**src/rtl/core/neighbour_mean_filter_3x3_defines.svh**
```systemverilog
// Assertion macros for the 3x3 neighbour-mean filter.
// Included by the top level; no other dependencies.
`ifndef NEIGHBOUR_MEAN_FILTER_3X3_DEFINES_SVH
`define NEIGHBOUR_MEAN_FILTER_3X3_DEFINES_SVH
`ifndef SYNTHESIS
// Check a property on every clock edge outside reset
`define NMF_ASSERT(label, clk, rst, prop) \
   label: assert property (@(posedge clk) disable iff (rst) prop) \
      else $error("nmf assertion failed");
// Check that a condition in one cycle leads to a consequence in the next
`define NMF_ASSERT_NEXT(label, clk, rst, ante, cons) \
   label: assert property (@(posedge clk) disable iff (rst) (ante) |=> (cons)) \
      else $error("nmf assertion failed");
`else
`define NMF_ASSERT(label, clk, rst, prop)
`define NMF_ASSERT_NEXT(label, clk, rst, ante, cons)
`endif
`endif

```
**src/rtl/core/nmf_pkg.sv**
```systemverilog
// Shared constants and types of the 3x3 neighbour-mean filter.
// No dependencies; imported by every other file of the block but the assertion macro header.
package nmf_pkg;

   // Defaults for the top-level parameters
   localparam int unsigned MAX_WIDTH_DEF   = 4096;
   localparam int unsigned PIXEL_BITS_DEF  = 16;

   // Frame height limit and row counter sizes
   localparam int unsigned MAX_HEIGHT      = 4096;
   localparam int unsigned HROW_BITS       = $clog2(MAX_HEIGHT);
   localparam int unsigned ROW_BITS        = HROW_BITS + 1;

   // Port field widths
   localparam int unsigned PORT_PIXEL_BITS = 16;
   localparam int unsigned CFG_BITS        = 13;
   localparam int unsigned CSR_INDEX_BITS  = 4;

   // Register reset values
   localparam int unsigned WIDTH_RESET     = 640;
   localparam int unsigned HEIGHT_RESET    = 480;

   // Mean of eight neighbours: divide by 2**MEAN_SHIFT
   localparam int unsigned NEIGHBOURS      = 8;
   localparam int unsigned MEAN_SHIFT      = $clog2(NEIGHBOURS);

   // Queue between front and back
   localparam int unsigned QUEUE_DEPTH     = 2;
   localparam int unsigned QPTR_BITS       = $clog2(QUEUE_DEPTH);
   localparam int unsigned QLEVEL_BITS     = $clog2(QUEUE_DEPTH + 1);

   typedef enum logic [CSR_INDEX_BITS-1:0] {
      REG_IMAGE_WIDTH  = 4'd0,
      REG_IMAGE_HEIGHT = 4'd1
   } csr_reg_type;

   // Per-item decisions made by the front
   typedef struct packed {
      logic emit;
      logic border;
      logic row_end;
      logic frame_end;
   } op_flags_type;

   typedef struct packed {
      logic                   full;
      logic                   empty;
      logic [QLEVEL_BITS-1:0] level;
   } q_stat_type;

endpackage

```
**src/rtl/core/nmf_queue.sv**
```systemverilog
// Short queue between the filter front and back.
// Depends on nmf_pkg for its depth and status type.
module nmf_queue import nmf_pkg::*; #(
   parameter int unsigned DATA_BITS = 8
) (
   input  logic                 clock,
   input  logic                 reset,
   input  logic                 push,
   input  logic [DATA_BITS-1:0] push_data,
   input  logic                 pop,
   output logic [DATA_BITS-1:0] head_data,
   output q_stat_type           stat
);

   logic [DATA_BITS-1:0]   entry_ff [QUEUE_DEPTH];
   logic [QPTR_BITS-1:0]   wr_ptr_ff, wr_ptr_in, rd_ptr_ff, rd_ptr_in;
   logic [QLEVEL_BITS-1:0] level_ff, level_in;

   // Pointers and fill level
   always_comb begin
      wr_ptr_in = wr_ptr_ff;
      rd_ptr_in = rd_ptr_ff;
      level_in  = level_ff;
      if (push) begin
         wr_ptr_in = (wr_ptr_ff == QPTR_BITS'(QUEUE_DEPTH - 1)) ? '0 : wr_ptr_ff + 1'b1;
      end
      if (pop) begin
         rd_ptr_in = (rd_ptr_ff == QPTR_BITS'(QUEUE_DEPTH - 1)) ? '0 : rd_ptr_ff + 1'b1;
      end
      if (push && !pop) begin
         level_in = level_ff + 1'b1;
      end else if (pop && !push) begin
         level_in = level_ff - 1'b1;
      end
   end

   always_ff @(posedge clock) begin
      if (reset) begin
         wr_ptr_ff <= '0;
         rd_ptr_ff <= '0;
         level_ff  <= '0;
      end else begin
         wr_ptr_ff <= wr_ptr_in;
         rd_ptr_ff <= rd_ptr_in;
         level_ff  <= level_in;
      end
   end

   // Store pushed entries
   always_ff @(posedge clock) begin
      if (push) begin
         entry_ff[wr_ptr_ff] <= push_data;
      end
   end

   assign head_data  = entry_ff[rd_ptr_ff];
   assign stat.full  = level_ff == QLEVEL_BITS'(QUEUE_DEPTH);
   assign stat.empty = level_ff == '0;
   assign stat.level = level_ff;

endmodule

```
**config.mk**
```make
export PLATFORM = sky130hd
export DESIGN_NAME = nmf_queue
export DESIGN_NICKNAME = d
export VERILOG_FILES = /design/src/rtl/core/neighbour_mean_filter_3x3_defines.svh /design/src/rtl/core/nmf_pkg.sv /design/src/rtl/core/nmf_queue.sv
export SDC_FILE = /design/constraint.sdc
export NUM_CORES = 1
export LEC_CHECK = 0
export ABC_CLOCK_PERIOD_IN_PS = 1480
export BUFFER_PORTS_ARGS = -buffer_cell sky130_fd_sc_hd__buf_2
export CAP_MARGIN = 15
export CORE_MARGIN = 2
export CORE_UTILIZATION = 45
export DETAILED_ROUTE_END_ITERATION = 6
export GPL_ROUTABILITY_DRIVEN = 1
export HOLD_SLACK_MARGIN = 0.05
export PLACE_DENSITY = 0.73
export SLEW_MARGIN = 10
export SYNTH_ARGS = -nofsm -noshare
export SYNTH_HDL_FRONTEND = slang
export SYNTH_SLANG_ARGS = --single-unit
```
**constraint.sdc**
```tcl
create_clock -name clock -period 1.48 [get_ports clock]
set_clock_uncertainty 0.2 [all_clocks]
set_input_delay 0.148 -clock clock [delete_from_list [all_inputs] [get_ports clock]]
set_output_delay 0.148 -clock clock [all_outputs]
set_load 0.05 [all_outputs]
```
==> flow_metrics.env, run 1 <==
export IMPL_worst_pin_slew_ns=0.376
export IMPL_die_h_um=45.7
export IMPL_synthToLayoutAreaGrowth_pct=53.2
export IMPL_place_gp_congestion=0.612
export IMPL_dieArea_um2=2090
export IMPL_dr_total_vias=499
export IMPL_wire_per_inst_um=12.6
export IMPL_grt_usage_pct=15.5
export IMPL_ctsRootBufferMaster="clkbuf_4"
export IMPL_synth_fa_ha_area_share_pct=1.60
export IMPL_finalSetupViolCount=8
export IMPL_synth_compound_area_share_pct=1.28
export IMPL_muxShareOfSynthArea_pct=11.5
export IMPL_nets=100
export IMPL_hold_violations=0
export IMPL_synth_cell_type_count=15
export IMPL_layout_commonest_cell="edfxtp_1"
export IMPL_drive_gt1_share_pct=47.7
export IMPL_path_clk_slew_ns=0.10
export IMPL_dieWidth_um=45.7
export IMPL_path_class="reg -> out"
export IMPL_multi_input_area_um2=226
export IMPL_ys_warn_count=0
export IMPL_fmax_mhz=629
export IMPL_rows=15
export IMPL_avgViaCountPerCell=4.84
export IMPL_initial_core_util_pct=46.4
export IMPL_port_buffers=23
export IMPL_status="complete, but fails checks"
export IMPL_synthXorXnorAreaFrac_pct=4.47
export IMPL_antennaDiodeCount=0
export IMPL_finalMaxSlewViolations=0
export IMPL_htree_levels=1
export IMPL_fin_ws_ns=-0.111
export IMPL_core_area_um2=1690
export IMPL_synth_seq_cells=21
export IMPL_cts_tree="built"
export IMPL_critPathRequiredTime_ns=1.13
export IMPL_period_share_pct=107
export IMPL_timing_final_crit_period_ns=1.59
export IMPL_io_pins=24
export IMPL_violations="setup timing"
export IMPL_synthSimpleGateAreaFrac_pct=5.91
export IMPL_antenna_found_initial=0
export IMPL_dr_pass1_iters=2
export IMPL_grt_busiest_layer="met2"
export IMPL_grtUsageMet1_pct=16.6
export IMPL_drc=0
export IMPL_crit_arrival_ns=1.24
export IMPL_end_kind="output pin"
export IMPL_grt_max_degree=12
export IMPL_place_hpwl_um=845
export IMPL_worstHoldPathType="in -> reg"
export IMPL_vdd_drop_max_mv=0.732
export IMPL_cts_buffers=3
export IMPL_cp_max_fo=8
export IMPL_synth_fp_nets=60
export IMPL_wl_um=1300
export IMPL_grt_setup_unrepaired="yes"
export IMPL_synth_top_family_by_area="multiplexers"
export IMPL_clockBufferDepth=2
export IMPL_crit_path_start_kind="register"
export IMPL_antenna_left=0
export IMPL_regArea_um2=587
export IMPL_postLayoutCoreUtil_pct=71.0
export IMPL_worstSkewPairLatency_ns=0.29
export IMPL_netlist_area_um2=783
export IMPL_avgSynthCellArea_um2=16.7
export IMPL_grt_pass1_wl_um=2190
export IMPL_p_leak_nw=0.502
export IMPL_cap_violations=0
export IMPL_pre_cts_ws_ns=0.117
export IMPL_drtIter0Drc=8
export IMPL_grt_util_met2_pct=29.3
export IMPL_fin_tns_setup_ns=-0.826
export IMPL_fillers=120
export IMPL_grt_pass1_vias=540
export IMPL_max_slew_margin_pct=74.9
export IMPL_final_cell_mix="16 x edfxtp_1, 14 x buf_2, 11 x dlygate4sd3_1"
export IMPL_ys_seq_area_share_pct=74.1
export IMPL_met3_usage_pct=3.57
export IMPL_overflow=0
export IMPL_cts_setup_buffers=0
export IMPL_clock_sinks=21
export IMPL_power_mw=1.39
export IMPL_synthCells=47
export IMPL_powerDensity_nw_per_um2=1160
==> stage by stage <==
stage / area (um2) / std cells / hold WS, ns
global placement: 946 / 88 / 0.137
CTS: 1190 / 103 / 0.110
detailed placement: 946 / 88 / 0.140
finish: 1200 / 103 / 0.101
global route: 1200 / 103 / 0.154
floorplan: 787 / 47 / 0.0130
==> power by group <==
part	total (mW)	switching, mW	internal, mW
clock	0.257	0.152	0.105
combinational	0.423	0.238	0.185
sequential	0.707	0.0238	0.683
==> sequential cells by signal (all words and copies together) (netlist names), named ones only <==
signal and flops:
entry_ff 16, wr_ptr_ff 1, rd_ptr_ff 1, level_ff 2
==> cells by family (layout without fill, tap and decap cells) <==
family                   Yosys count  in the layout
AO/OA/AOI/OAI                      2              2
XOR/XNOR                           4              4
adder cells (fa/ha/maj)            1              1
buffers and inverters              2             41
flip-flops                        21             21
multiplexers                       8              8
AND/OR/NAND/NOR                    9              9
==> Yosys cell counts <==
cell / instances / share of area (%)
xnor2_1: 2 / 2.2
inv_1: 1 / 0.48
buf_2: 1 / 0.64
and2b_2: 1 / 1.1
ha_1: 1 / 1.6
nor2b_1: 1 / 0.80
a21oi_1: 1 / 0.64
xor2_1: 2 / 2.2
and2_1: 1 / 0.80
or3_1: 1 / 0.80
o21ai_0: 1 / 0.64
edfxtp_1: 16 / 61
dfxtp_1: 5 / 13
mux2_2: 8 / 12
nor2_1: 5 / 2.4
==> final cells by class <==
type	count	area share, %
sequential	21	48.9
timing repair buffer	36	27.9
multi-input combinational	24	18.9
clock buffer	4	2.19
tap	17	1.77
inverter	1	0.313
==> what timing repair did <==
item | CTS | global route
hold buffers | 11 | 0
hold endpoints to repair | 21 | 0
setup endpoints to repair | 8 | 9
gates resized for setup | 33 | 4
==> critical path, cell delays in order, from the launching register on <==
cell	delay, ns
dfxtp_2	0.35
buf_12	0.13
mux2_4	0.31
buf_8	0.15
==> metal layers <==
metal / routed length, um / vias to the layer above
met5: 0 / -
met3: 50 / 2
met1: 517 / 237
met2: 718 / 14
li1: - / 246
met4: 15 / 0
==> path summary, 6_finish.rpt <==
check,from,to,slack [ns],cells past startpoint
max,register,head_data[6],-0.11,3
min,push,level_ff[0],0.10,4
max reg2reg,wr_ptr_ff,entry_ff[1][6],0.21,1
min reg2reg,level_ff[1],level_ff[1],0.32,2
(Power assumes the default switching activity.)
==> run 2, diff against run 1 <==
ABC_AREA = 1   (was not set)
==> flow_metrics.env, run 2 <==
export IMPL_fillers=115
export IMPL_dr_total_vias=541
export IMPL_worst_path_buf_inv=2
export IMPL_netlist_area_leader_share_pct=59.3
export IMPL_timing_final_crit_period_ns=1.58
export IMPL_io_pins=24
export IMPL_antenna_found_initial=0
export IMPL_antenna_left=0
export IMPL_drive_gt1_share_pct=42.9
export IMPL_final_cell_mix="16 x edfxtp_1, 14 x buf_2, 12 x dlygate4sd3_1"
export IMPL_dpl_cell_count=107
export IMPL_p_leak_nw=0.541
export IMPL_largest_reg_flops=16
export IMPL_core_area_um2=1710
export IMPL_nets=112
export IMPL_place_hpwl_um=921
export IMPL_pre_cts_ws_ns=0.124
export IMPL_dieArea_um2=2160
export IMPL_place_gp_congestion=0.672
export IMPL_port_buffers=23
export IMPL_multi_input_area_um2=220
export IMPL_synth_cell_type_count=16
export IMPL_end_kind="output pin"
export IMPL_crit_path_start_kind="register"
export IMPL_worstSkewPairLatency_ns=0.28
export IMPL_crit_arrival_ns=1.23
export IMPL_grt_pass1_wl_um=1990
export IMPL_htree_levels=1
export IMPL_crit_slowest_cell="dfxtp_2"
export IMPL_initial_core_util_pct=47.5
export IMPL_synth_area_leaders="edfxtp_1 59%, dfxtp_1 12%, mux2_2 11%"
export IMPL_avgViaCountPerCell=4.40
export IMPL_fmax_mhz=632
export IMPL_cts_tree="built"
export IMPL_netlist_area_um2=811
export IMPL_whs_ns=0.0686
export IMPL_synth_fp_nets=71
export IMPL_overflow=0
export IMPL_grt_usage_pct=13.8
export IMPL_cp_max_fo=8
export IMPL_dieWidth_um=46.4
export IMPL_whs_endpoint="level_ff[0]"
export IMPL_ys_seq_area_share_pct=71.6
export IMPL_clock_sinks=21
export IMPL_die_h_um=46.4
export IMPL_grt_setup_unrepaired="yes"
export IMPL_clockBufferDepth=2
export IMPL_top_regs="entry_ff x16, level_ff x2"
export IMPL_synth_ff_type="edfxtp_1"
export IMPL_dr_pass1_iters=1
export IMPL_layout_commonest_cell="edfxtp_1"
export IMPL_synth_most_common_cell="edfxtp_1"
export IMPL_worst_pin_slew_ns=0.340
export IMPL_synth_seq_cells=21
export IMPL_wire_per_inst_um=11.0
export IMPL_synth_edf_count=16
export IMPL_finalNonFillerCells=123
export IMPL_finalMaxSlewViolations=0
export IMPL_reg2reg_depth=3
export IMPL_avgSynthCellArea_um2=14.0
export IMPL_ctsRootBufferMaster="clkbuf_4"
export IMPL_path_clk_slew_ns=0.10
export IMPL_grt_pass1_vias=499
export IMPL_ys_warn_count=0
export IMPL_wl_um=1360
export IMPL_status="complete, but fails checks"
export IMPL_finalSetupViolCount=8
export IMPL_regArea_um2=583
export IMPL_powerDensity_nw_per_um2=1090
export IMPL_violations="setup timing"
export IMPL_max_slew_margin_pct=77.3
export IMPL_ys_top_cells_by_count="16 x edfxtp_1, 8 x inv_1, 8 x mux2_2"
export IMPL_synthToLayoutAreaGrowth_pct=52.9
export IMPL_top_register="entry_ff"
export IMPL_drtIter0Drc=0
export IMPL_min_path_cells=4
export IMPL_antennaDiodeCount=0
export IMPL_min_delay_start="pop"
export IMPL_async_flop_share_pct=0
export IMPL_cts_buffers=3
export IMPL_crit_family="flip-flops"
export IMPL_yosysTopAreaCell="edfxtp_1"
export IMPL_rows=15
export IMPL_path_class="reg -> out"
export IMPL_synthCells=58
export IMPL_r2r_slack_ns=0.08
export IMPL_hold_violations=0
export IMPL_fin_ws_ns=-0.103
export IMPL_cp_cell_sequence="buf_12 -> mux2_4 -> buf_8"
export IMPL_worstHoldPathType="in -> reg"
export IMPL_grt_max_degree=12
export IMPL_cap_violations=0
export IMPL_period_share_pct=107
export IMPL_drc=0
export IMPL_critPathRequiredTime_ns=1.13
export IMPL_r2r_start="rd_ptr_ff"
export IMPL_max_stage_delay_ns=0.35
export IMPL_vdd_drop_max_mv=0.775
-- run 2: cell types whose count changed in the layout (fill, tap and decap cells not counted), sizes merged, moves of 2 or more --
cell / change
nor2: +2
nand2: +5
xor2: -2
inv: +8
-- run 2: metrics by stage --
step / TNS, ns / power (mW) / instance area, um2 / util, %
final: -0.790 / 1.35 / 1240 / 72.6
after detailed placement: 0 / 1.00 / 978 / 57.3
after CTS: -0.851 / 1.35 / 1240 / 72.4
after global placement: 0 / 0.994 / 978 / 57.3
after global routing: -1.17 / 1.41 / 1240 / 72.6
after floorplan: -0.0948 / 0.924 / 816 / -
-- run 2: report_power, final --
part | leakage [nW] | switching (mW) | internal, mW | total, mW
registers | 0.192 | 0.0193 | 0.675 | 0.695
logic | 0.333 | 0.221 | 0.175 | 0.397
clock network | 0.0150 | 0.152 | 0.105 | 0.257
total | 0.541 | 0.392 | 0.955 | 1.35
-- run 2: worst min-delay path, cell delays in order --
cell,delay (ns)
buf_2,0.11
inv_1,0.05
ha_1,0.14
a21oi_1,0.07
-- run 2: repair_timing --
item                                    4_1_cts  5_1_grt
resized for setup                            33        2
hold endpoints to repair                     21        0
hold buffers                                 12        0
endpoints found under the setup margin        8        9
setup buffers                                 0        0
gates cloned                                  0        0
-- run 2: how the worst max path moves through the flow --
| stage | startpoint | endpoint | depth (start not counted) |
|---|---|---|---|
| CTS | register | head_data[4] | 3 |
| global placement | register | head_data[4] | 3 |
| floorplan | level_ff[1] | stat[3] | 2 |
| detailed placement | register | head_data[4] | 3 |
| finish | register | head_data[3] | 3 |
| global route | register | head_data[3] | 3 |
-- run 2: cell type report --
type	instances	area share, %
inverter	9	2.72
timing repair buffer	37	27.9
sequential	21	47.0
multi-input combinational	27	17.8
clock buffer	4	2.12
tap	25	2.52
-- run 2: cells by family (layout without fill, tap and decap cells) --
logic type,Yosys count,count (layout),share of synthesized area [%]
simple gates,15,15,7.87
compound gates,2,2,1.23
flops,21,21,71.6
xor+xnor,1,1,1.08
buf+inv,10,50,5.56
fa+ha+maj,1,1,1.54
mux,8,8,11.1
-- run 2: routing by layer --
layer	track usage [%]	vias to the layer above	routed length, um
met2	26.1	15	744
li1	-	278	-
met3	3.92	0	74
met1	14.1	248	536
met5	0	-	0
met4	5.14	0	0
==> run 3, diff against run 2 <==
CORE_UTILIZATION = 25   (was 45)
PLACE_DENSITY = 0.47   (was 0.73)
==> flow_metrics.env, run 3 (synthesized netlist as in run 2, its figures left out) <==
export IMPL_drtIter0Drc=11
export IMPL_wl_um=1420
export IMPL_drc=0
export IMPL_finalMaxSlewViolations=0
export IMPL_status="complete, but fails checks"
export IMPL_clock_sinks=21
export IMPL_overflow=0
export IMPL_hold_violations=0
export IMPL_antenna_found_initial=0
export IMPL_worst_pin_slew_ns=0.380
export IMPL_die_h_um=61.0
export IMPL_critPathRequiredTime_ns=1.13
export IMPL_grt_pass1_wl_um=2370
export IMPL_met2_length_um=645
export IMPL_drive_gt1_share_pct=47.5
export IMPL_place_area_um2=997
export IMPL_top_register="entry_ff"
export IMPL_crit_arrival_ns=1.24
export IMPL_avgViaCountPerCell=3.80
export IMPL_finalSetupViolCount=8
export IMPL_cts_tree="built"
export IMPL_wire_per_inst_um=9.94
export IMPL_final_cell_mix="16 x edfxtp_1, 14 x buf_2, 12 x dlygate4sd3_1"
export IMPL_largest_reg_flops=16
export IMPL_initial_core_util_pct=26.3
export IMPL_core_area_um2=3080
export IMPL_grt_usage_pct=8.92
export IMPL_dieWidth_um=61.0
export IMPL_wl_met3_um=108
export IMPL_fmax_mhz=631
export IMPL_end_kind="output pin"
export IMPL_worstHoldPathType="in -> reg"
export IMPL_grt_pass1_vias=559
export IMPL_place_hpwl_um=968
export IMPL_cap_violations=0
export IMPL_grt_max_degree=13
export IMPL_timing_final_crit_period_ns=1.59
export IMPL_cts_buffers=3
export IMPL_dieArea_um2=3710
export IMPL_period_share_pct=107
export IMPL_htree_levels=1
export IMPL_synthToLayoutAreaGrowth_pct=59.1
export IMPL_r2r_start="rd_ptr_ff"
export IMPL_layout_commonest_cell="edfxtp_1"
export IMPL_dr_pass1_iters=3
export IMPL_max_slew_margin_pct=74.6
export IMPL_stdcell_area_um2=1290
export IMPL_p_leak_nw=0.552
export IMPL_min_delay_start="pop"
export IMPL_nets=113
export IMPL_fin_tns_setup_ns=-0.813
export IMPL_vdd_drop_max_mv=0.558
export IMPL_port_buffers=23
export IMPL_wl_met1_um=659
export IMPL_postLayoutCoreUtil_pct=41.9
export IMPL_antennaDiodeCount=0
export IMPL_rows=20
export IMPL_top_layer="met4"
export IMPL_worstSkewPairLatency_ns=0.30
export IMPL_cts_setup_buffers=0
export IMPL_antenna_left=0
export IMPL_crit_path_start_kind="register"
export IMPL_cp_max_fo=4
export IMPL_path_clk_slew_ns=0.11
export IMPL_place_gp_congestion=0.662
export IMPL_powerDensity_nw_per_um2=1060
export IMPL_top_regs="entry_ff x16, level_ff x2"
export IMPL_whs_ns=0.0810
export IMPL_fillers=306
export IMPL_grt_setup_unrepaired="yes"
export IMPL_path_class="reg -> out"
export IMPL_clockBufferDepth=2
export IMPL_dr_total_vias=544
export IMPL_io_pins=24
export IMPL_ctsRootBufferMaster="clkbuf_4"
export IMPL_fin_ws_ns=-0.106
export IMPL_violations="setup timing"
-- run 3: through the flow --
step / instances / power [mW] / setup slack, ns
4_1_cts: 143 / 1.37 / -0.123
6_report: 143 / 1.37 / -0.106
3_5_place_dp: 127 / 0.996 / 0.150
2_1_floorplan: 58 / 0.924 / -0.0948
5_1_grt: 143 / 1.43 / -0.169
3_3_place_gp: 127 / 0.995 / 0.148
-- run 3: layer usage --
metal | GRT usage [%] | vias up
met5 | 0 | -
met4 | 1.86 | 0
met3 | 4.05 | 2
met2 | 15.4 | 21
met1 | 10.2 | 243
li1 | - | 278
-- run 3: path summary, 6_finish.rpt --
path	end	slack (ns)	cells past startpoint
max	head_data[4]	-0.11	3
min	level_ff[0]	0.08	4
max reg2reg	register	0.08	3
min reg2reg	wr_ptr_ff	0.35	2
-- run 3: timing repair --
item | 4_1_cts | 5_1_grt
gates resized for setup | 35 | 5
cloned | 0 | 0
hold buffers | 12 | 1
endpoints found under the setup margin | 8 | 11
hold endpoints to repair | 23 | 1
-- run 3: critical path, stage by stage (launching register included) --
cell and delay [ns]:
dfxtp_2 0.36, buf_6 0.12, mux2_4 0.31, buf_8 0.15
-- run 3: layout make-up --
cell class                 instances  area [um2]  share of cell area [%]
clock buffer                       3        22.5                    1.75
tap                               44        55.1                    4.27
sequential                        21         583                    45.2
inverter                           9        33.8                    2.62
timing repair buffer              38         348                    27.0
multi-input combinational         27         243                    18.8
clock inverter                     1        5.00                   0.388
-- run 3: power breakdown --
| part | leakage (nW) | internal [mW] | switching (mW) | total, mW |
|---|---|---|---|---|
| registers | 0.192 | 0.675 | 0.0205 | 0.696 |
| clock network | 0.0177 | 0.101 | 0.167 | 0.268 |
| logic | 0.342 | 0.181 | 0.222 | 0.403 |
| total | 0.552 | 0.957 | 0.410 | 1.37 |
