<file path="src/rtl/core/neighbour_mean_filter_3x3_defines.svh">
// Assertion macros for the 3x3 neighbour-mean filter.
// Included by the top level; no other dependencies.
`ifndef NEIGHBOUR_MEAN_FILTER_3X3_DEFINES_SVH
`define NEIGHBOUR_MEAN_FILTER_3X3_DEFINES_SVH
`ifndef SYNTHESIS
// Check a property on every clock edge outside reset
`define NMF_ASSERT(label, clk, rst, prop) \
   label: assert property (@(posedge clk) disable iff (rst) prop) \
      else $error("nmf assertion failed");
// Check that a condition in one cycle leads to a consequence in the next
`define NMF_ASSERT_NEXT(label, clk, rst, ante, cons) \
   label: assert property (@(posedge clk) disable iff (rst) (ante) |=> (cons)) \
      else $error("nmf assertion failed");
`else
`define NMF_ASSERT(label, clk, rst, prop)
`define NMF_ASSERT_NEXT(label, clk, rst, ante, cons)
`endif
`endif

</file>
<file path="src/rtl/core/nmf_pkg.sv">
// Shared constants and types of the 3x3 neighbour-mean filter.
// No dependencies; imported by every other file of the block but the assertion macro header.
package nmf_pkg;

   // Defaults for the top-level parameters
   localparam int unsigned MAX_WIDTH_DEF   = 4096;
   localparam int unsigned PIXEL_BITS_DEF  = 16;

   // Frame height limit and row counter sizes
   localparam int unsigned MAX_HEIGHT      = 4096;
   localparam int unsigned HROW_BITS       = $clog2(MAX_HEIGHT);
   localparam int unsigned ROW_BITS        = HROW_BITS + 1;

   // Port field widths
   localparam int unsigned PORT_PIXEL_BITS = 16;
   localparam int unsigned CFG_BITS        = 13;
   localparam int unsigned CSR_INDEX_BITS  = 4;

   // Register reset values
   localparam int unsigned WIDTH_RESET     = 640;
   localparam int unsigned HEIGHT_RESET    = 480;

   // Mean of eight neighbours: divide by 2**MEAN_SHIFT
   localparam int unsigned NEIGHBOURS      = 8;
   localparam int unsigned MEAN_SHIFT      = $clog2(NEIGHBOURS);

   // Queue between front and back
   localparam int unsigned QUEUE_DEPTH     = 2;
   localparam int unsigned QPTR_BITS       = $clog2(QUEUE_DEPTH);
   localparam int unsigned QLEVEL_BITS     = $clog2(QUEUE_DEPTH + 1);

   typedef enum logic [CSR_INDEX_BITS-1:0] {
      REG_IMAGE_WIDTH  = 4'd0,
      REG_IMAGE_HEIGHT = 4'd1
   } csr_reg_type;

   // Per-item decisions made by the front
   typedef struct packed {
      logic emit;
      logic border;
      logic row_end;
      logic frame_end;
   } op_flags_type;

   typedef struct packed {
      logic                   full;
      logic                   empty;
      logic [QLEVEL_BITS-1:0] level;
   } q_stat_type;

endpackage

</file>
<file path="src/rtl/core/nmf_if.sv">
// Handshake channels of the 3x3 neighbour-mean filter: input, result, register write.
// Depends on nmf_pkg for field widths.
interface nmf_req_if import nmf_pkg::*; ();
   logic                       valid;
   logic                       ready;
   logic                       kind;
   logic [PORT_PIXEL_BITS-1:0] pixel_value;
   modport source (output valid, kind, pixel_value, input ready);
   modport sink   (input valid, kind, pixel_value, output ready);
endinterface


interface nmf_csr_if import nmf_pkg::*; ();
   logic                      valid;
   logic                      ready;
   logic [CSR_INDEX_BITS-1:0] index;
   logic [CFG_BITS-1:0]       data;
   modport source (output valid, index, data, input ready);
   modport sink   (input valid, index, data, output ready);
endinterface

</file>
<file path="src/rtl/core/nmf_front.sv">
// Front of the filter: accepts items, keeps frame position counters and size
// registers, and classifies each item into a queue entry. Depends on nmf_pkg, nmf_if.
module nmf_front import nmf_pkg::*; #(
   parameter int unsigned MAX_WIDTH  = MAX_WIDTH_DEF,
   parameter int unsigned PIXEL_BITS = PIXEL_BITS_DEF,
   localparam int unsigned COL_BITS   = $clog2(MAX_WIDTH),
   localparam int unsigned ENTRY_BITS = $bits(op_flags_type) + COL_BITS + PIXEL_BITS
) (
   input  logic                  clock,
   input  logic                  reset,
   nmf_req_if.sink               req,
   nmf_csr_if.sink               csr,
   input  q_stat_type            q_stat,
   output logic                  q_push,
   output logic [ENTRY_BITS-1:0] q_data
);

   // Last valid index of a clamped size register value
   function automatic logic [31:0] last_index(input logic [CFG_BITS-1:0] v,
                                              input int unsigned limit);
      logic [31:0] wide;
      wide = 32'(v);
      if (wide == 32'd0) begin
         return 32'd0;
      end else if (wide > limit) begin
         return limit - 32'd1;
      end else begin
         return wide - 32'd1;
      end
   endfunction

   logic [COL_BITS-1:0]  col_last_ff, col_last_in;
   logic [HROW_BITS-1:0] row_last_ff, row_last_in;
   logic [COL_BITS-1:0]  in_col_ff, in_col_in, out_col_ff, out_col_in;
   logic [ROW_BITS-1:0]  in_row_ff, in_row_in, out_row_ff, out_row_in;

   logic [ROW_BITS-1:0]   row_last_ext;
   logic                  in_done, out_live, restart, drain_live, do_push;
   logic [COL_BITS-1:0]   cur_in_col, cur_out_col;
   logic [ROW_BITS-1:0]   cur_in_row, cur_out_row;
   logic                  early, col_end, in_wrap, out_wrap, req_fire, csr_fire;
   op_flags_type          flags;
   logic [PIXEL_BITS-1:0] pixel;

   // Classify the offered item
   always_comb begin
      row_last_ext = ROW_BITS'(row_last_ff);
      in_done      = in_row_ff > row_last_ext;
      out_live     = out_row_ff <= row_last_ext;
      restart      = !req.kind && in_done;
      drain_live   = req.kind && in_done && out_live;
      do_push      = !req.kind || drain_live;

      // a pixel after the frame end starts a new frame
      cur_in_col  = restart ? '0 : in_col_ff;
      cur_in_row  = restart ? '0 : in_row_ff;
      cur_out_col = restart ? '0 : out_col_ff;
      cur_out_row = restart ? '0 : out_row_ff;

      // no result until one row and one column have come in
      early = (cur_in_row == '0) || ((cur_in_row == ROW_BITS'(1)) && (cur_in_col == '0));
      col_end = cur_out_col == col_last_ff;

      flags.emit      = !early && (cur_out_row <= row_last_ext);
      flags.border    = (cur_out_row == '0) || (cur_out_row == row_last_ext)
                        || (cur_out_col == '0) || col_end;
      flags.row_end   = col_end;
      flags.frame_end = col_end && (cur_out_row == row_last_ext);

      pixel  = req.kind ? '0 : req.pixel_value[PIXEL_BITS-1:0];
      q_data = {flags, cur_in_col, pixel};
   end

   // Handshakes
   assign req.ready = !q_stat.full;
   assign csr.ready = 1'b1;
   assign req_fire  = req.valid && req.ready;
   assign csr_fire  = csr.valid && csr.ready;
   assign q_push    = req_fire && do_push;

   // Advance counters, take register writes
   always_comb begin
      in_wrap     = cur_in_col == col_last_ff;
      out_wrap    = col_end;
      in_col_in   = in_col_ff;
      in_row_in   = in_row_ff;
      out_col_in  = out_col_ff;
      out_row_in  = out_row_ff;
      col_last_in = col_last_ff;
      row_last_in = row_last_ff;

      if (q_push) begin
         in_col_in  = in_wrap ? '0 : cur_in_col + 1'b1;
         in_row_in  = in_wrap ? cur_in_row + 1'b1 : cur_in_row;
         out_col_in = cur_out_col;
         out_row_in = cur_out_row;
         if (flags.emit) begin
            out_col_in = out_wrap ? '0 : cur_out_col + 1'b1;
            out_row_in = out_wrap ? cur_out_row + 1'b1 : cur_out_row;
         end
      end

      if (csr_fire) begin
         case (csr_reg_type'(csr.index))
            REG_IMAGE_WIDTH: begin
               col_last_in = COL_BITS'(last_index(csr.data, MAX_WIDTH));
               in_col_in   = '0;
               in_row_in   = '0;
               out_col_in  = '0;
               out_row_in  = '0;
            end
            REG_IMAGE_HEIGHT: begin
               row_last_in = HROW_BITS'(last_index(csr.data, MAX_HEIGHT));
               in_col_in   = '0;
               in_row_in   = '0;
               out_col_in  = '0;
               out_row_in  = '0;
            end
            default: begin
            end
         endcase
      end
   end

   always_ff @(posedge clock) begin
      if (reset) begin
         col_last_ff <= COL_BITS'(last_index(CFG_BITS'(WIDTH_RESET), MAX_WIDTH));
         row_last_ff <= HROW_BITS'(last_index(CFG_BITS'(HEIGHT_RESET), MAX_HEIGHT));
         in_col_ff   <= '0;
         in_row_ff   <= '0;
         out_col_ff  <= '0;
         out_row_ff  <= '0;
      end else begin
         col_last_ff <= col_last_in;
         row_last_ff <= row_last_in;
         in_col_ff   <= in_col_in;
         in_row_ff   <= in_row_in;
         out_col_ff  <= out_col_in;
         out_row_ff  <= out_row_in;
      end
   end

endmodule

</file>
<file path="src/flat_wrapper.sv">
// flat-port wrapper written by rule: the top's interface ports become plain ports
module nmf_front_flat import nmf_pkg::*;
#(
   parameter int unsigned MAX_WIDTH  = MAX_WIDTH_DEF,
   parameter int unsigned PIXEL_BITS = PIXEL_BITS_DEF,
   localparam int unsigned COL_BITS   = $clog2(MAX_WIDTH),
   localparam int unsigned ENTRY_BITS = $bits(op_flags_type) + COL_BITS + PIXEL_BITS
)
  (clock, reset, q_stat, q_push, q_data, req_valid, req_kind, req_pixel_value, req_ready, csr_valid, csr_index, csr_data, csr_ready);
  nmf_req_if req_i ();
  nmf_csr_if csr_i ();
  input  logic clock;
  input  logic reset;
  input  q_stat_type q_stat;
  output logic q_push;
  output logic [ENTRY_BITS-1:0] q_data;
  input wire logic [$bits(req_i.valid)-1:0] req_valid;
  input wire logic [$bits(req_i.kind)-1:0] req_kind;
  input wire logic [$bits(req_i.pixel_value)-1:0] req_pixel_value;
  output wire logic [$bits(req_i.ready)-1:0] req_ready;
  input wire logic [$bits(csr_i.valid)-1:0] csr_valid;
  input wire logic [$bits(csr_i.index)-1:0] csr_index;
  input wire logic [$bits(csr_i.data)-1:0] csr_data;
  output wire logic [$bits(csr_i.ready)-1:0] csr_ready;
  assign req_i.valid = req_valid;
  assign req_i.kind = req_kind;
  assign req_i.pixel_value = req_pixel_value;
  assign req_ready = req_i.ready;
  assign csr_i.valid = csr_valid;
  assign csr_i.index = csr_index;
  assign csr_i.data = csr_data;
  assign csr_ready = csr_i.ready;
  nmf_front #(.MAX_WIDTH(MAX_WIDTH), .PIXEL_BITS(PIXEL_BITS)) u_core (.clock(clock), .reset(reset), .req(req_i), .csr(csr_i), .q_stat(q_stat), .q_push(q_push), .q_data(q_data));
endmodule
</file>
<file path="config.mk">
export PLATFORM = sky130hd
export DESIGN_NAME = nmf_front_flat
export DESIGN_NICKNAME = d
export VERILOG_FILES = /design/src/rtl/core/neighbour_mean_filter_3x3_defines.svh /design/src/rtl/core/nmf_pkg.sv /design/src/rtl/core/nmf_if.sv /design/src/rtl/core/nmf_front.sv /design/src/flat_wrapper.sv
export SDC_FILE = /design/constraint.sdc
export NUM_CORES = 1
export LEC_CHECK = 0
export ABC_CLOCK_PERIOD_IN_PS = 4600
export BUFFER_PORTS_ARGS = -buffer_cell sky130_fd_sc_hd__buf_2
export CORE_MARGIN = 8
export CORE_UTILIZATION = 41
export DETAILED_ROUTE_END_ITERATION = 7
export GPL_ROUTABILITY_DRIVEN = 0
export HOLD_SLACK_MARGIN = 0.12
export PLACE_DENSITY_LB_ADDON = 0.1
export SETUP_SLACK_MARGIN = 0.05
export SYNTH_ARGS = -nofsm -noshare
export SYNTH_HDL_FRONTEND = slang
export SYNTH_SLANG_ARGS = --single-unit
</file>
<file path="constraint.sdc">
create_clock -name clock -period 4.6 [get_ports clock]
set_clock_uncertainty 0.1 [all_clocks]
set_input_delay 0.46 -clock clock [delete_from_list [all_inputs] [get_ports clock]]
set_output_delay 0.46 -clock clock [all_outputs]
set_load 0.01 [all_outputs]
</file>
==> impl_metrics.yaml, run 1 <==
logic_synthesis:
  ys_top_cells_by_area: "dfxtp_1 (24%), ha_1 (8.9%), nand3_1 (4.5%)"
  ys_seq_elements: 74
  synth_fp_nets: 924
  synth_cell_types: 85
  synth-xor-area-share_pct: 2.92
  synth-adder-area-share_pct: 9.58
  seq_area_frac_synth_pct: 23.5
  synth_top_family_by_area: "simple AND/OR/NAND/NOR gates"
  synth_warnings: 0
  synth_top_flop_cell: "dfxtp_1"
  synth_mux_area_share_pct: 1.11
  syn-cell-area_sq_um: 6290
  synth-compound-area-share_pct: 23.9
  synth_edf_count: 0
  yosys.area.top_type: "dfxtp_1"
  netlist.area_leader.share_pct: 23.5
  syn_inst: 837
  yosys.area_share.simple_pct: 31.9
  async_flop_share_pct: 0
  postSynthAreaPerCell_sq_um: 7.52
power:
  fin_total_pwr_uw: 1610
  p_leak_uw: 0.00319
  vdd_ir_drop_max_v: 0.000164
  power_density_nw_per_um2: 207
timing:
  rsz0062_at_grt: "true"
  max_freq_mhz: 226
  tightest_slew_ps: 1150
  finalSetupTns_ps: 0
  timing.final.crit_period_ps: 4430
  hold_violations: 0
  slew_headroom_pct: 22.9
  finalWorstSetupSlack_ps: 170
  slew_violations: 0
  timing.final.crit_share_pct: 96.3
  setup_violations: 0
hold_path:
  min_from: "u_core.row_last_ff[4]$_SDFFE_PP1P_"
  whs_path_depth: 1
  hp-class: "reg -> reg"
  min_to: "u_core.row_last_ff[4]$_SDFFE_PP1P_"
drt:
  drc: 0
  first_iter_violations: 571
  vias_per_cell: 6.12
  wl_per_cell_um: 19.0
  drt_pass1_iterations: 5
  vias: 6857
  ant_nets: 0
  finalWirelength_mm: 21.3
critical_path:
  cp.arrival_ps: 3870
  end_kind: "output port"
  regToRegEndpoint: "u_core.out_row_ff[5]$_SDFF_PP0_"
  crit_path_max_fanout: 6
  rr_startpoint: "u_core.row_last_ff[11]$_SDFFE_PP0P_"
  reg2regPathDepth: 18
  r2r_slack_ps: 180
  start_kind: "flip-flop"
  required_ps: 4040
  crit_type: "reg -> out"
cts:
  clkSlewWorstSetupHoldPaths_ps: 70
  cts.sinks: 74
  cts_tree: "yes"
  htreeDepth: 3
  clockRootBuffer: "clkbuf_16"
  cts_buffer_depth: 2
  worstSkewPairLatency_ps: 360
  tritoncts.num_buffers: 9
finish:
  syn_to_final_growth_pct: 23.3
  finalNonFillerCells: 1121
  n_antenna_cell: 0
  final_util_pct: 51.4
  fin_nets: 1015
  drive_gt1_share_pct: 24.7
place:
  dp_hpwl_mm: 15.9
  io_buffer_count: 72
  placed_cells: 1094
  placement.setup.worst_slack_ps: 96.0
flow_run:
  max_cap_violations: 0
floorplanning:
  start_util_pct: 41.7
  dieWidth_um: 140
  coreArea_sq_um: 15100
  io_pins: 77
  die_y_um: 140
  num_rows: 45
  fp.dieArea_sq_um: 19600
run_status:
  outcome: "complete, no violations"
global_route:
  grt_pass1_vias: 6688
  grt_pass1_wl_mm: 34.1
  grt_use_total_pct: 21.5
  antenna_found_initial: 0
  gr-total-overflow: 0
  grt_max_degree: 50
## how the worst max path moves through the flow
stage,from,to,slack [ps],cells after the start
detailed placement,u_core.row_last_ff[11]$_SDFFE_PP0P_,u_core.out_row_ff[5]$_SDFF_PP0_,100,16
global placement,u_core.row_last_ff[11]$_SDFFE_PP0P_,u_core.out_col_ff[6]$_SDFF_PP0_,140,16
global route,u_core.row_last_ff[11]$_SDFFE_PP0P_,q_data[28],30,14
floorplan,u_core.row_last_ff[7]$_SDFFE_PP1P_,u_core.out_row_ff[11]$_SDFF_PP0_,60,19
CTS,u_core.row_last_ff[7]$_SDFFE_PP1P_,q_data[31],50,16
finish,u_core.row_last_ff[11]$_SDFFE_PP0P_,q_data[31],170,17
## layout by cell type, fill, tap and decap left out, types with 5 or more instances in the layout
cell type,Yosys,layout
nor3_1,20,17
buf_2,3,71
o211ai_1,10,10
buf_6,2,6
nor2_1,69,65
and4_1,5,5
or4_1,15,15
nand3_1,57,54
nor2b_1,20,20
a22oi_1,7,7
nand4b_1,6,6
ha_1,45,37
ha_4,0,8
clkbuf_16,0,9
a211o_1,23,23
dfxtp_1,74,70
o21a_1,5,5
mux2i_1,7,7
a31oi_1,16,16
nor4_1,29,29
and3_1,12,12
nand2_1,68,68
nand4_1,18,18
a32oi_1,5,5
o22ai_1,5,5
inv_2,2,10
buf_4,3,64
xnor2_1,17,17
o21ai_0,35,34
and2_1,19,16
a21oi_1,43,42
or3_1,9,8
inv_1,42,33
o31ai_1,6,6
## critical path, cell delays in order (launching register included)
cell      delay [ps]
dfxtp_2          350
inv_4             50
ha_4             220
buf_4            140
nand4b_4         120
nor2_2            60
or3_4            390
o21ai_4          300
and2_4           210
ha_1             230
nor3b_1          140
or4_1            410
a41o_4           270
a311oi_4         280
buf_6            150
nor2_4            40
inv_2             50
buf_6             90
## sequential cells by signal, summed over array words and instances, names as in the netlist
name                flops
u_core.row_last_ff     12
u_core.out_row_ff      13
u_core.in_col_ff       12
u_core.in_row_ff       13
u_core.col_last_ff     12
u_core.out_col_ff      12
## layout make-up
cell class | instances | area [sq um]
Fill cell | 1504 | 7330
Multi-Input combinational cell | 656 | 4630
Sequential cell | 74 | 1490
Timing Repair Buffer | 142 | 923
Tap cell | 188 | 235
Clock buffer | 9 | 225
Inverter | 45 | 171
Clock inverter | 7 | 85.1
## through the flow
stage          hold WS (ps)  cell area, sq um
2_1_floorplan           335              6370
3_3_place_gp            352              7160
3_5_place_dp            354              7160
4_1_cts                 370              7560
5_1_grt                 400              7760
6_report                365              7760
## logic make-up after synthesis
group                    Yosys count
multiplexers                       7
buffers and inverters            108
adder cells (fa/ha/maj)           49
AO/OA/AOI/OAI                    204
flip-flops                        74
XOR/XNOR                          21
AND/OR/NAND/NOR                  373
other                              1
## Yosys cell counts, drive strengths merged (15+ instances only)
| cell | number |
|---|---|
| dfxtp | 74 |
| nor2 | 71 |
| nand2 | 70 |
| nand3 | 57 |
| clkbuf | 48 |
| ha | 45 |
| inv | 44 |
| a21oi | 43 |
| o21ai | 39 |
| nor4 | 31 |
| a211o | 23 |
| and2 | 20 |
| nor2b | 20 |
| nor3 | 20 |
| nand4 | 19 |
| a31oi | 17 |
| xnor2 | 17 |
| or4 | 16 |
| buf | 15 |
## report_power, final
group	switching [uW]	internal (uW)	total [uW]	leakage [uW]
clock network	341	431	772	0.000153
registers	17.5	651	668	0.000600
logic	103	65.9	169	0.00244
## what timing repair did
| action | CTS | global route |
|---|---|---|
| hold buffers | 0 | 0 |
| gates cloned | 1 | 0 |
| gates resized for setup | 14 | 35 |
| setup buffers | 3 | 7 |
| setup endpoints to repair | 4 | 13 |
| pin swaps | 3 | 17 |
## per-layer routing
| layer | wire length [um] | global-route usage (%) | part of all wire [%] | vias to the layer above |
|---|---|---|---|---|
| li1 | - | - | - | 3277 |
| met1 | 9380 | 26.3 | 44 | 3320 |
| met2 | 10200 | 37.6 | 48 | 226 |
| met3 | 1240 | 2.89 | 5.8 | 34 |
| met4 | 472 | 8.23 | 2.2 | 0 |
| met5 | 0 | 0 | 0 | - |
Power figures use the tool's default switching activity.
==> run 2: changes to the inputs <==
- CORE_UTILIZATION: 41 -> 54
- CTS_CLUSTER_SIZE: default -> 40
- SKIP_LAST_GASP: default -> 1
==> impl_metrics.yaml, run 2 (synthesized netlist as in run 1, its figures left out) <==
power:
  power_switching_uw: 423
  power_frac_comb_pct: 10.6
  swShare_pct: 27.1
  seqPwrFrac_pct: 42.8
  vdd_ir_drop_max_v: 0.000197
  power_density_nw_per_um2: 208
  internal_power_uw: 1140
  p_leak_uw: 0.00307
  p_clk_share_pct: 46.5
critical_path:
  reg2regPathDepth: 18
  regToRegEndpoint: "u_core.out_col_ff[11]$_SDFF_PP0_"
  cp.arrival_ps: 3990
  required_ps: 4040
  crit_type: "reg -> out"
  r2r_slack_ps: 100
  crit_path_max_fanout: 5
  end_kind: "output port"
  start_kind: "flip-flop"
  rr_startpoint: "u_core.row_last_ff[11]$_SDFFE_PP0P_"
cts:
  htreeDepth: 3
  cts_tree: "yes"
  worstSkewPairLatency_ps: 350
  cts_hold_buf: 0
  cts.sinks: 74
  clockRootBuffer: "clkbuf_16"
  cts_buffer_depth: 2
  clkSlewWorstSetupHoldPaths_ps: 60
  tritoncts.num_buffers: 9
timing:
  finalWorstSetupSlack_ps: 47.7
  setup_violations: 0
  tightest_slew_ps: 1080
  slew_violations: 0
  hold_violations: 0
  timing.final.crit_period_ps: 4550
  rsz0062_at_grt: "true"
  timing.final.crit_share_pct: 99.0
  slew_headroom_pct: 27.8
  max_freq_mhz: 220
floorplanning:
  fp.dieArea_sq_um: 15400
  dieWidth_um: 124
  coreArea_sq_um: 11400
  num_rows: 39
  start_util_pct: 55.1
  io_pins: 77
  die_y_um: 124
finish:
  final_common_cell: "buf_2"
  fillers: 1004
  syn_to_final_growth_pct: 19.1
  fin_nets: 996
  final_cell_mix: "buf_2 (71), dfxtp_1 (69), nand2_1 (68), nor2_1 (66), nand3_1 (55)"
  final_util_pct: 65.6
  drive_gt1_share_pct: 22.5
  n_antenna_cell: 0
  reg_top3: "u_core.in_row_ff (13), u_core.out_row_ff (13)"
hold_path:
  hp-class: "reg -> reg"
  whs_path_depth: 1
  min_to: "u_core.row_last_ff[2]$_SDFFE_PP1P_"
  min_from: "u_core.row_last_ff[2]$_SDFFE_PP1P_"
drt:
  drt_pass1_iterations: 5
  drc: 0
  first_iter_violations: 878
  ant_nets: 0
  wl_per_cell_um: 19.4
  vias: 6918
  finalWirelength_mm: 20.5
  vias_per_cell: 6.54
global_route:
  grt_max_degree: 56
  gr-total-overflow: 0
  antenna_found_initial: 0
  grt_pass1_vias: 6414
  grt_pass1_wl_mm: 31.9
  grt_use_total_pct: 25.9
flow_run:
  max_cap_violations: 0
place:
  io_buffer_count: 72
  dp_hpwl_mm: 14.7
  placement.setup.worst_slack_ps: 39.3
run_status:
  outcome: "complete, no violations"
run 2: cell types whose count changed in the layout (fill, tap and decap cells not counted), moves of 2 or more:
cell        previous run  this run
ha_1                  37        39
buf_6                  6         4
ha_4                   8         6
clkinv_4               3         0
and2_1                16        18
buf_4                 64        48
nand3_4                2         0
clkinvlp_4             0         3
and2_4                 3         1
run 2: per-stage QoR:
step	total power (uW)	cell area, sq um	instances	hold slack (ps)	TNS (ps)
floorplan	781	6370	837	335	0
global placement	836	6900	1023	350	0
detailed placement	842	6900	1023	359	0
CTS	1560	7310	1046	373	0
global route	1600	7490	1057	394	-108
finish	1560	7490	1057	370	0
run 2: timing repair:
action | in CTS | in global routing
pin swaps | 7 | 14
cloned | 1 | 0
endpoints found under the setup margin | 7 | 12
buffers inserted | 6 | 11
resized for setup | 16 | 26
run 2: routing by layer:
layer	GRT usage (%)	wire [um]	part of all wire (%)
met1	33.4	8580	42
met4	10.9	626	3.1
met3	4.31	1610	7.9
met2	42.3	9700	47
met5	0	0	0
run 2: cell type report:
| cell class | count | area, sq um | share of cell area [%] |
|---|---|---|---|
| inverters | 45 | 171 | 2.29 |
| multi-input cells | 656 | 4600 | 61.3 |
| well taps | 143 | 179 | 2.39 |
| flip-flops and latches | 74 | 1490 | 19.9 |
| repair buffers | 123 | 761 | 10.2 |
| clock inverters | 6 | 66.3 | 0.885 |
| clock buffers | 10 | 229 | 3.06 |
run 2: worst max-delay path: stages, from the launching register on:
cell and delay [ps]:
dfxtp_2 350, inv_4 50, ha_4 230, a211oi_2 180, nand2_1 100, or3_4 430, o21ai_4 260, and2_4 210
ha_4 190, nor3b_1 150, or4_1 560, a41o_4 280, a311oi_4 280, buf_6 140, nor2_2 40, inv_2 80
buf_6 100
run 2: how the worst max path moves through the flow:
stage / cells past startpoint / start / to
3_3_place_gp: 18 / u_core.row_last_ff[11]$_SDFFE_PP0P_ / q_data[31]
6_report: 16 / u_core.row_last_ff[11]$_SDFFE_PP0P_ / q_data[31]
4_1_cts: 16 / u_core.row_last_ff[11]$_SDFFE_PP0P_ / q_data[31]
2_1_floorplan: 19 / u_core.row_last_ff[7]$_SDFFE_PP1P_ / u_core.out_row_ff[11]$_SDFF_PP0_
5_1_grt: 18 / u_core.row_last_ff[11]$_SDFFE_PP0P_ / q_data[31]
3_5_place_dp: 16 / u_core.row_last_ff[11]$_SDFFE_PP0P_ / u_core.out_col_ff[6]$_SDFF_PP0_
run 2: power groups by stage:
| stage | Sequential [uW] | Clock (uW) | Combinational (uW) |
|---|---|---|---|
| final | 668 | 726 | 166 |
| after global routing | 669 | 753 | 182 |
| after global placement | 681 | 0 | 155 |
| after CTS | 667 | 731 | 162 |
| after detailed placement | 682 | 0 | 160 |
| after floorplan | 672 | 0 | 108 |
